$ cat src/akf_pkg.sv
`default_nettype none

package akf_pkg;

  // Datapath word: signed fixed point with a configurable number of fraction bits.
  localparam int unsigned DATA_W        = 32;
  localparam int unsigned FRAC_BITS_DEF = 16;

  // Field and register widths.
  localparam int unsigned MEAS_W = 25;
  localparam int unsigned DT_W   = 16;
  localparam int unsigned CFG_W  = 16;

  // Register port: 32-bit data, registers at byte addresses 0 and 4.
  localparam int unsigned APB_DW = 32;
  localparam int unsigned ADDR_W = 3;

  // Register select, taken from paddr[ADDR_W-1].
  localparam logic REG_PROCESS_NOISE = 1'b0;
  localparam logic REG_MEASURE_NOISE = 1'b1;

  // Reset values of the noise registers.
  localparam logic [CFG_W-1:0] PROCESS_NOISE_RST = 16'd66;
  localparam logic [CFG_W-1:0] MEASURE_NOISE_RST = 16'd1966;

  localparam logic signed [DATA_W-1:0] DATA_MAX = 32'sh7FFF_FFFF;
  localparam logic signed [DATA_W-1:0] DATA_MIN = 32'sh8000_0000;

  // Sums of up to four words fit in three extra bits.
  localparam int unsigned SUM_W = DATA_W + 3;

  // Clamp a wide sum back into one data word.
  function automatic logic signed [DATA_W-1:0] sat_sum(input logic signed [SUM_W-1:0] x);
    logic same;
    same = (&x[SUM_W-1:DATA_W-1]) | ~(|x[SUM_W-1:DATA_W-1]);
    if (same) begin
      return x[DATA_W-1:0];
    end else if (x[SUM_W-1]) begin
      return DATA_MIN;
    end else begin
      return DATA_MAX;
    end
  endfunction

  // Sign-extend a data word to the sum width.
  function automatic logic signed [SUM_W-1:0] sx(input logic signed [DATA_W-1:0] x);
    return SUM_W'(x);
  endfunction

endpackage

`default_nettype wire

$ cat src/akf_div.sv
`default_nettype none

module akf_div #(
  parameter int unsigned FRAC_BITS = akf_pkg::FRAC_BITS_DEF
) (
  input  logic                                clk_i,
  input  logic                                rst_ni,
  input  logic                                start_i,
  input  logic signed [akf_pkg::DATA_W-1:0]   dividend_i,
  input  logic signed [akf_pkg::DATA_W-1:0]   divisor_i,
  output logic                                busy_o,
  output logic                                done_o,
  output logic signed [akf_pkg::DATA_W-1:0]   quotient_o
);
  import akf_pkg::*;

  // Restoring division of |a| * 2^FRAC_BITS by |b|, two quotient bits per cycle.
  localparam int unsigned NUM_W = DATA_W + FRAC_BITS;
  localparam int unsigned QW    = NUM_W + (NUM_W % 2);
  localparam int unsigned NIT   = QW / 2;
  localparam int unsigned CNT_W = $clog2(NIT);

  logic              run_q, fin_q;
  logic [CNT_W-1:0]  cnt_q;
  logic [QW-1:0]     num_q;
  logic [DATA_W-1:0] den_q;
  logic [DATA_W-1:0] rem_q;
  logic              neg_q, dz_q, a_neg_q, a_zero_q;

  logic [DATA_W-1:0] abs_a, abs_b;
  logic [DATA_W:0]   r1, r2;
  logic [DATA_W-1:0] r1m, r2m;
  logic              q1, q2;
  logic              over;

  assign abs_a = dividend_i[DATA_W-1] ? DATA_W'(-dividend_i) : DATA_W'(dividend_i);
  assign abs_b = divisor_i[DATA_W-1]  ? DATA_W'(-divisor_i)  : DATA_W'(divisor_i);

  always_comb begin
    r1  = {rem_q, num_q[QW-1]};
    q1  = (r1 >= {1'b0, den_q});
    r1m = q1 ? DATA_W'(r1 - {1'b0, den_q}) : r1[DATA_W-1:0];
    r2  = {r1m, num_q[QW-2]};
    q2  = (r2 >= {1'b0, den_q});
    r2m = q2 ? DATA_W'(r2 - {1'b0, den_q}) : r2[DATA_W-1:0];
  end

  always_ff @(posedge clk_i or negedge rst_ni) begin
    if (!rst_ni) begin
      run_q <= 1'b0;
      fin_q <= 1'b0;
      cnt_q <= '0;
    end else if (start_i && !run_q && !fin_q) begin
      run_q <= 1'b1;
      cnt_q <= '0;
    end else if (run_q) begin
      cnt_q <= cnt_q + 1'b1;
      if (cnt_q == CNT_W'(NIT - 1)) begin
        run_q <= 1'b0;
        fin_q <= 1'b1;
      end
    end else begin
      fin_q <= 1'b0;
    end
  end

  always_ff @(posedge clk_i) begin
    if (start_i && !run_q && !fin_q) begin
      num_q    <= QW'({abs_a, {FRAC_BITS{1'b0}}});
      den_q    <= abs_b;
      rem_q    <= '0;
      neg_q    <= dividend_i[DATA_W-1] ^ divisor_i[DATA_W-1];
      dz_q     <= (divisor_i == '0);
      a_neg_q  <= dividend_i[DATA_W-1];
      a_zero_q <= (dividend_i == '0);
    end else if (run_q) begin
      num_q <= {num_q[QW-3:0], q1, q2};
      rem_q <= r2m;
    end
  end

  // Sign, saturation and the zero-divisor rule are applied on the way out.
  always_comb begin
    over = |num_q[QW-1:DATA_W];
    if (dz_q) begin
      if (a_zero_q) begin
        quotient_o = '0;
      end else if (a_neg_q) begin
        quotient_o = DATA_MIN;
      end else begin
        quotient_o = DATA_MAX;
      end
    end else if (!neg_q) begin
      quotient_o = (over || num_q[DATA_W-1]) ? DATA_MAX : $signed(num_q[DATA_W-1:0]);
    end else if (over || (num_q[DATA_W-1] && |num_q[DATA_W-2:0])) begin
      quotient_o = DATA_MIN;
    end else begin
      quotient_o = $signed(-num_q[DATA_W-1:0]);
    end
  end

  assign busy_o = run_q | fin_q;
  assign done_o = fin_q;

endmodule

`default_nettype wire

$ cat src/angle_kalman_filter_step_unit.sv
// Angle Kalman filter step with a zero-rate predict and a measurement update.
//
// Input channel (in_valid_i / in_ready_o) carries one word per measurement:
// the measured angle and the time since the previous word, both fixed point
// with FRAC_BITS fraction bits. Each accepted word yields exactly one output
// word (out_valid_o / out_ready_i) holding the updated filtered angle.
//
// One multiplier and a two-bit-per-cycle serial divider are shared under a
// small sequencer. The two gain divisions dominate. The output word becomes
// valid in the same cycle in which in_ready_o rises again. in_ready_o is low
// while a word is worked on.
//
// The result sits in an output register, so the next word can be accepted
// while it waits. If the receiver stalls long enough that a new result is due
// while the old one is still held, the sequencer waits in its last step.
//
// Reset clears the angle and covariance, restores the noise register defaults.
// Write registers over the APB-style port only while idle; the block won't check.

`default_nettype none

module angle_kalman_filter_step_unit #(
  parameter int unsigned FRAC_BITS = akf_pkg::FRAC_BITS_DEF
) (
  input  logic                                clk_i,
  input  logic                                rst_ni,
  // Register port
  input  logic                                psel,
  input  logic                                penable,
  input  logic                                pwrite,
  input  logic [akf_pkg::ADDR_W-1:0]          paddr,
  input  logic [akf_pkg::APB_DW-1:0]          pwdata,
  output logic [akf_pkg::APB_DW-1:0]          prdata,
  output logic                                pready,
  // Measurement channel
  input  logic                                in_valid_i,
  output logic                                in_ready_o,
  input  logic signed [akf_pkg::MEAS_W-1:0]   measured_angle_i,
  input  logic [akf_pkg::DT_W-1:0]            delta_time_i,
  // Result channel
  output logic                                out_valid_o,
  input  logic                                out_ready_i,
  output logic signed [akf_pkg::DATA_W-1:0]   filtered_angle_o
);
  import akf_pkg::*;

  localparam int unsigned PROD_W = 2 * DATA_W;
  localparam logic signed [PROD_W-1:0] RND = PROD_W'(1) <<< (FRAC_BITS - 1);

  // Sequencer steps. Each multiply takes an issue step and an accumulate step.
  localparam int unsigned ST_W = 5;
  localparam logic [ST_W-1:0] ST_IDLE    = 5'd0;
  localparam logic [ST_W-1:0] ST_MUL_D11 = 5'd1;
  localparam logic [ST_W-1:0] ST_ACC_D11 = 5'd2;
  localparam logic [ST_W-1:0] ST_UPD_E   = 5'd3;
  localparam logic [ST_W-1:0] ST_MUL_E   = 5'd4;
  localparam logic [ST_W-1:0] ST_ACC_E   = 5'd5;
  localparam logic [ST_W-1:0] ST_CALC_S  = 5'd6;
  localparam logic [ST_W-1:0] ST_DIV_K0  = 5'd7;
  localparam logic [ST_W-1:0] ST_WAIT_K0 = 5'd8;
  localparam logic [ST_W-1:0] ST_DIV_K1  = 5'd9;
  localparam logic [ST_W-1:0] ST_WAIT_K1 = 5'd10;
  localparam logic [ST_W-1:0] ST_MUL_Y   = 5'd11;
  localparam logic [ST_W-1:0] ST_ACC_ANG = 5'd12;
  localparam logic [ST_W-1:0] ST_MUL_C11 = 5'd13;
  localparam logic [ST_W-1:0] ST_ACC_C11 = 5'd14;
  localparam logic [ST_W-1:0] ST_MUL_C10 = 5'd15;
  localparam logic [ST_W-1:0] ST_ACC_C10 = 5'd16;
  localparam logic [ST_W-1:0] ST_MUL_C01 = 5'd17;
  localparam logic [ST_W-1:0] ST_ACC_C01 = 5'd18;
  localparam logic [ST_W-1:0] ST_MUL_C00 = 5'd19;
  localparam logic [ST_W-1:0] ST_ACC_C00 = 5'd20;
  localparam logic [ST_W-1:0] ST_DONE    = 5'd21;

  logic [ST_W-1:0] state_q, state_d;

  // Configuration registers.
  logic [CFG_W-1:0] pna_q, mn_q;
  logic             cfg_wr;

  // Filter state.
  logic signed [DATA_W-1:0] ang_q, c00_q, c01_q, c10_q, c11_q;

  // Per-word working registers.
  logic signed [MEAS_W-1:0] meas_q;
  logic [DT_W-1:0]          dt_q;
  logic signed [DATA_W-1:0] d11_q, e_q, s_q, y_q, k0_q, k1_q;
  logic signed [PROD_W-1:0] prod_q;

  // Output register.
  logic                     out_valid_q;
  logic signed [DATA_W-1:0] out_q;
  logic                     out_load;

  // Shared multiplier and its rounded, clamped result.
  logic signed [DATA_W-1:0] mul_a, mul_b, mul_res;
  logic signed [PROD_W-1:0] prod_shr;
  logic signed [DATA_W-1:0] dt_ext;

  // Divider handshake.
  logic                     div_start, div_busy, div_done;
  logic signed [DATA_W-1:0] div_num, div_q;

  logic in_fire;

  // ---------------------------------------------------------------------------
  // Register port
  // ---------------------------------------------------------------------------
  assign pready = 1'b1;
  assign cfg_wr = psel & penable & pwrite;

  always_ff @(posedge clk_i or negedge rst_ni) begin
    if (!rst_ni) begin
      pna_q <= PROCESS_NOISE_RST;
      mn_q  <= MEASURE_NOISE_RST;
    end else if (cfg_wr) begin
      if (paddr[ADDR_W-1] == REG_PROCESS_NOISE) begin
        pna_q <= pwdata[CFG_W-1:0];
      end else begin
        mn_q <= pwdata[CFG_W-1:0];
      end
    end
  end

  always_comb begin
    if (paddr[ADDR_W-1] == REG_PROCESS_NOISE) begin
      prdata = {{(APB_DW-CFG_W){1'b0}}, pna_q};
    end else begin
      prdata = {{(APB_DW-CFG_W){1'b0}}, mn_q};
    end
  end

  // ---------------------------------------------------------------------------
  // Handshakes
  // ---------------------------------------------------------------------------
  assign in_ready_o = (state_q == ST_IDLE);
  assign in_fire    = in_valid_i & in_ready_o;
  assign out_load   = (state_q == ST_DONE) && (!out_valid_q || out_ready_i);

  assign out_valid_o      = out_valid_q;
  assign filtered_angle_o = out_q;

  always_ff @(posedge clk_i or negedge rst_ni) begin
    if (!rst_ni) begin
      out_valid_q <= 1'b0;
    end else if (out_load) begin
      out_valid_q <= 1'b1;
    end else if (out_ready_i) begin
      out_valid_q <= 1'b0;
    end
  end

  always_ff @(posedge clk_i) begin
    if (out_load) begin
      out_q <= ang_q;
    end
    if (in_fire) begin
      meas_q <= measured_angle_i;
      dt_q   <= delta_time_i;
    end
  end

  // ---------------------------------------------------------------------------
  // Shared multiplier: operands picked by step, rounding constant folded in.
  // ---------------------------------------------------------------------------
  assign dt_ext = $signed({{(DATA_W-DT_W){1'b0}}, dt_q});

  always_comb begin
    case (state_q)
      ST_MUL_D11: begin
        mul_a = dt_ext;
        mul_b = c11_q;
      end
      ST_MUL_E: begin
        mul_a = dt_ext;
        mul_b = e_q;
      end
      ST_MUL_Y: begin
        mul_a = k0_q;
        mul_b = y_q;
      end
      ST_MUL_C11: begin
        mul_a = k1_q;
        mul_b = c01_q;
      end
      ST_MUL_C10: begin
        mul_a = k1_q;
        mul_b = c00_q;
      end
      ST_MUL_C01: begin
        mul_a = k0_q;
        mul_b = c01_q;
      end
      ST_MUL_C00: begin
        mul_a = k0_q;
        mul_b = c00_q;
      end
      default: begin
        mul_a = '0;
        mul_b = '0;
      end
    endcase
  end

  always_ff @(posedge clk_i) begin
    prod_q <= mul_a * mul_b + RND;
  end

  // Floor shift gives round-half-up; the result is clamped to one word.
  always_comb begin
    prod_shr = prod_q >>> FRAC_BITS;
    if ((&prod_shr[PROD_W-1:DATA_W-1]) | ~(|prod_shr[PROD_W-1:DATA_W-1])) begin
      mul_res = prod_shr[DATA_W-1:0];
    end else if (prod_shr[PROD_W-1]) begin
      mul_res = DATA_MIN;
    end else begin
      mul_res = DATA_MAX;
    end
  end

  // ---------------------------------------------------------------------------
  // Shared divider for the two gains; both use the innovation variance.
  // ---------------------------------------------------------------------------
  assign div_start = (state_q == ST_DIV_K0) || (state_q == ST_DIV_K1);
  assign div_num   = (state_q == ST_DIV_K0) ? c00_q : c10_q;

  akf_div #(
    .FRAC_BITS (FRAC_BITS)
  ) u_div (
    .clk_i      (clk_i),
    .rst_ni     (rst_ni),
    .start_i    (div_start),
    .dividend_i (div_num),
    .divisor_i  (s_q),
    .busy_o     (div_busy),
    .done_o     (div_done),
    .quotient_o (div_q)
  );

  // ---------------------------------------------------------------------------
  // Sequencer
  // ---------------------------------------------------------------------------
  always_comb begin
    state_d = state_q;
    case (state_q)
      ST_IDLE:    if (in_fire) state_d = ST_MUL_D11;
      ST_MUL_D11: state_d = ST_ACC_D11;
      ST_ACC_D11: state_d = ST_UPD_E;
      ST_UPD_E:   state_d = ST_MUL_E;
      ST_MUL_E:   state_d = ST_ACC_E;
      ST_ACC_E:   state_d = ST_CALC_S;
      ST_CALC_S:  state_d = ST_DIV_K0;
      ST_DIV_K0:  state_d = ST_WAIT_K0;
      ST_WAIT_K0: if (div_done) state_d = ST_DIV_K1;
      ST_DIV_K1:  state_d = ST_WAIT_K1;
      ST_WAIT_K1: if (div_done) state_d = ST_MUL_Y;
      ST_MUL_Y:   state_d = ST_ACC_ANG;
      ST_ACC_ANG: state_d = ST_MUL_C11;
      ST_MUL_C11: state_d = ST_ACC_C11;
      ST_ACC_C11: state_d = ST_MUL_C10;
      ST_MUL_C10: state_d = ST_ACC_C10;
      ST_ACC_C10: state_d = ST_MUL_C01;
      ST_MUL_C01: state_d = ST_ACC_C01;
      ST_ACC_C01: state_d = ST_MUL_C00;
      ST_MUL_C00: state_d = ST_ACC_C00;
      ST_ACC_C00: state_d = ST_DONE;
      ST_DONE:    if (out_load) state_d = ST_IDLE;
      default:    state_d = ST_IDLE;
    endcase
  end

  always_ff @(posedge clk_i or negedge rst_ni) begin
    if (!rst_ni) begin
      state_q <= ST_IDLE;
    end else begin
      state_q <= state_d;
    end
  end

  // Filter state. The covariance update runs in an order where each entry is
  // rewritten only after every product that reads its predicted value.
  always_ff @(posedge clk_i or negedge rst_ni) begin
    if (!rst_ni) begin
      ang_q <= '0;
      c00_q <= '0;
      c01_q <= '0;
      c10_q <= '0;
      c11_q <= '0;
    end else begin
      case (state_q)
        ST_UPD_E: begin
          c01_q <= sat_sum(sx(c01_q) - sx(d11_q));
          c10_q <= sat_sum(sx(c10_q) - sx(d11_q));
        end
        ST_ACC_E:   c00_q <= sat_sum(sx(c00_q) + sx(mul_res));
        ST_ACC_ANG: ang_q <= sat_sum(sx(ang_q) + sx(mul_res));
        ST_ACC_C11: c11_q <= sat_sum(sx(c11_q) - sx(mul_res));
        ST_ACC_C10: c10_q <= sat_sum(sx(c10_q) - sx(mul_res));
        ST_ACC_C01: c01_q <= sat_sum(sx(c01_q) - sx(mul_res));
        ST_ACC_C00: c00_q <= sat_sum(sx(c00_q) - sx(mul_res));
        default: begin
        end
      endcase
    end
  end

  // Working values of the current word.
  always_ff @(posedge clk_i) begin
    case (state_q)
      ST_ACC_D11: d11_q <= mul_res;
      ST_UPD_E: begin
        e_q <= sat_sum(sx(d11_q) - sx(c01_q) - sx(c10_q)
                       + $signed({{(SUM_W-CFG_W){1'b0}}, pna_q}));
        y_q <= sat_sum(SUM_W'(meas_q) - sx(ang_q));
      end
      ST_CALC_S:  s_q <= sat_sum(sx(c00_q) + $signed({{(SUM_W-CFG_W){1'b0}}, mn_q}));
      ST_WAIT_K0: if (div_done) k0_q <= div_q;
      ST_WAIT_K1: if (div_done) k1_q <= div_q;
      default: begin
      end
    endcase
  end

  // ---------------------------------------------------------------------------
  // Assertions
  // ---------------------------------------------------------------------------
  a_div_done_in_wait: assert property (@(posedge clk_i) disable iff (!rst_ni)
    div_done |-> (state_q == ST_WAIT_K0 || state_q == ST_WAIT_K1))
    else $error("divider finished outside a gain wait step");

  a_div_start_idle: assert property (@(posedge clk_i) disable iff (!rst_ni)
    div_start |-> !div_busy)
    else $error("divider started while busy");

  a_accept_starts: assert property (@(posedge clk_i) disable iff (!rst_ni)
    in_fire |=> (state_q == ST_MUL_D11))
    else $error("accepted word did not start the sequence");

  a_out_holds_angle: assert property (@(posedge clk_i) disable iff (!rst_ni)
    out_load |=> (out_valid_q && out_q == ang_q))
    else $error("output word does not match the filtered angle");

endmodule

`default_nettype wire
$ cat config.mk
export PLATFORM = sky130hd
export DESIGN_NAME = angle_kalman_filter_step_unit
export DESIGN_NICKNAME = d
export VERILOG_FILES = /design/src/akf_pkg.sv /design/src/akf_div.sv /design/src/angle_kalman_filter_step_unit.sv
export SDC_FILE = /design/constraint.sdc
export NUM_CORES = 2
export LEC_CHECK = 0
export BUFFER_PORTS_ARGS = -buffer_cell sky130_fd_sc_hd__buf_2
export CORE_UTILIZATION = 61
export CTS_BUF_LIST = sky130_fd_sc_hd__clkbuf_2 sky130_fd_sc_hd__clkbuf_4 sky130_fd_sc_hd__clkbuf_8
export DETAILED_ROUTE_END_ITERATION = 10
export PLACE_DENSITY_LB_ADDON = 0.2
export REMOVE_ABC_BUFFERS = 1
export SETUP_SLACK_MARGIN = 0.05
export SLEW_MARGIN = 20
export SYNTH_ARGS = -nofsm -noshare
export SYNTH_HDL_FRONTEND = slang
export SYNTH_SLANG_ARGS = --single-unit
$ cat constraint.sdc
create_clock -name clk_i -period 9.05 [get_ports clk_i]
set_input_delay 1.81 -clock clk_i [delete_from_list [all_inputs] [get_ports clk_i]]
set_output_delay 1.81 -clock clk_i [all_outputs]
set_load 0.01 [all_outputs]
==> results.md <==
* Total global routing overflow at 0
* Highest achievable clock rate at 109.2 MHz
* Clock root buffer: clkbuf_8
* Number of cells produced by synthesis at slightly above 9000
* Type of destination of the critical path: flip-flop
* Sequential cell area fraction in the yosys report at 20.39%
* Setup repair after global routing missed its margin: yes
* Number of sinks on the clock net at around 630
* Core Rows at 135
* Worst clock skew at 0.1056 ns
* Top cell by count, worst path: fa_1
* Post-synthesis average cell area at 9.004 sq um
* Worst setup slack after layout at -0.1046 ns
* Detailed-route vias per instance at 6.174
* DRC violation count after routing at 0
* Leading cell types by total area after synthesis: fa_1, edfxtp_1, ha_1
* Cell with the biggest individual delay on the critical path: fa_1
* Number of DRC violations after detailed-routing iteration 0 at about 7600
* Via count of the first global-routing pass at 74730
* Share of async-settable or async-resettable flops after synthesis at between 30% and 40%
* Synth-to-Final Area Change at 17.69%
* Global-route wire length before repair at 445600 um
* Ratio of cells with drive above 1 in the final layout at between 10% and 20%
* DRT Pass-1 Iters at 7
* Antenna violations before repair at 8
* Min Clock Period, post-route at 9.155 ns
* Cell area after technology mapping at between 0.08 and 0.09 sq mm
* Sum of routed wire length over all layers at roughly 300000 um
* Cell with the most instances after synthesis: inv_1
* Gr usage total at between 40% and 50%
* Yosys cell types at 99
* Port Buf Inserts at 114
* CTS HTree Levels at 3
* Core Footprint at 0.1358 sq mm
* CP top delay family: adder cells
* Total half-perimeter wirelength after legalization and detailed placement at 238000 um
* Number of buffers inserted by hold repair at cts at 0
* Routability Congestion at 1.012
* Pin count of the biggest net entering global routing at 97
* Clock transition at the registers of the reported paths at 0.07 ns
* Crit share post-route at 101.2%
* Most used standard cells in the synthesized netlist: inv_1, nand2_1, fa_1
* WP data required at 9.82 ns
* # nets final at 11880
* Critical path fanouts, max at 6
* Count of state elements after synthesis at 634
* Hold Violations, Final at 0
* Nature of the critical path startpoint: flip-flop
* Count of synthesis-stage warnings from yosys at 0
* Die outline height at 372.4 um
* Max Root-Sink Buffers at 3
* Cts bufs inserted at 116
* Class of the most critical hold timing path: reg2reg
* CTS tree: yes
* Predominant post-synthesis flop cell: edfxtp_1
* Violated checks: setup timing
* Share of the synthesized area in the top cell type at 27.32%
* Outcome: finished, violations left
* Clock insertion delay at the later pin of the skew report at between 0.8 and 0.9 ns
* Start point of the critical path: state_q[0]
* Worst reg2reg path startpoint: state_q[0]
* Largest registers: prod_q: 48 flops, u_div.num_q: 48 flops
* Max-slew violation count at 0
* # setup viols final at 9
* Number of max-cap violations at 0
* Arrival @ worst endpoint at slightly below 10 ns
* Origin of the worst min-delay path: u_div.rem_q[18]
* Area after DPL at around 0.09 sq mm
* Worst relative slew slack at roughly 16%
* Cell area after layout at 0.09848 sq mm
* I/O pins at 150
* Starting density of the core at 61.62%
* Overall via count from detail_route at 73730
* Transition time at the pin with the least slew margin at 1.253 ns
* Die Footprint at about 0.14 sq mm
* Post-synthesis cell type with the largest combined area: fa_1
* Buf+Inv Stages, Crit Path at 13
* Delay of the slowest critical-path stage at 0.59 ns
* Horiz. Die Dim at 372.4 um
* Wirelength per Cell at 25.01 um
* Antenna violation net count after detailed routing at 0
* Count of flip-flops with a built-in enable after synthesis at 333
* Critical path class: reg2reg
-- logic make-up after synthesis --
logic type / Yosys count / share of synthesized area (%)
simple gates: 2588 / 13.58
compound gates: 1976 / 15.32
fa+ha+maj: 1783 / 36.78
buf+inv: 1769 / 8.035
flops: 634 / 20.39
xor+xnor: 461 / 4.825
mux: 81 / 1.056
other cells: 2 / 0.008975
-- cell type report --
cell class                      count  area, sq um
Multi-Input combinational cell   6906        61680
Clock inverter                     60        675.6
Sequential cell                   634        17070
Tap cell                         1781         2228
Inverter                         1351         5079
Fill cell                       10050        37320
Antenna cell                        6        15.01
Timing Repair Buffer             1042         9718
Clock buffer                      162         2017
-- final timing paths --
check | endpoint | slack (ns) | cells after the start
worst max-delay path | prod_q[63] | -0.10 | 38
worst min-delay path | u_div.rem_q[18] | 0.48 | 2
worst max register to register | prod_q[63] | -0.10 | 38
worst min register to register | u_div.rem_q[18] | 0.48 | 2
max in group asynchronous | u_div.run_q | 6.70 | 2
min in group asynchronous | ang_q[0] | 0.91 | 1
-- tightest hold or removal path, delay by kind of cell, from the launching register on --
family / cells / cell delay, ns
simple gates: 1 / 0.05
flops: 1 / 0.32
compound gates: 1 / 0.06
-- per-stage QoR --
stage / util, % / instances / TNS, ns / hold WS, ns / worst slack (ns)
2_1_floorplan: - / 8891 / -56.52 / 0.4477 / -2.033
3_3_place_gp: 67.64 / 11550 / -13.40 / 0.4652 / -0.9465
3_5_place_dp: 67.64 / 11550 / -16.26 / 0.4761 / -1.104
4_1_cts: 71.63 / 11890 / 0 / 0.4860 / 0.03424
5_1_grt: 72.51 / 11940 / -3.642 / 0.5118 / -0.3515
6_report: 72.52 / 11940 / -0.5107 / 0.4810 / -0.1046
-- placed cells by master (no fill, tap or decap), types with 40 or more instances in the layout --
cell      instances
maj3_1           40
a211oi_1         43
nand2b_1         73
edfxtp_1        333
a221o_1          42
xor2_1          130
nand3_1         113
dfrtp_1         191
and2_1           43
o21ai_0         486
fa_1           1090
buf_12          117
and3_1           54
buf_6            67
xnor2_1         324
nand4_1          50
a21oi_1         467
nor2b_1          63
buf_2           113
nand2_1        1150
nor3_1           70
ha_1            584
o21a_1           68
o21bai_1         72
fa_2             52
or3_1            42
a22oi_1          74
nand2_2          42
clkbuf_8        128
inv_1          1322
dfxtp_1          96
a21o_1          225
o31ai_1          44
mux2_2           58
buf_4           709
nor2_1          661
-- per-layer routing --
layer,vias to the layer above,GRT usage (%),part of all wire (%),wire length (um)
met5,-,0,0.014,41
met4,6,24.72,7.0,20950
met3,962,11.25,11,33590
met2,4075,66.61,44,132000
met1,36280,55.06,38,112000
li1,32410,-,-,-
-- what timing repair did --
item | in CTS | in global routing
gates resized for setup | 330 | 209
setup endpoints to repair | 33 | 26
gates cloned | 9 | 3
buffers inserted | 112 | 41
pin swaps | 148 | 64
Power is not shown: default switching activity piles up to over one toggle a cycle in this logic, so the estimate is an artifact.
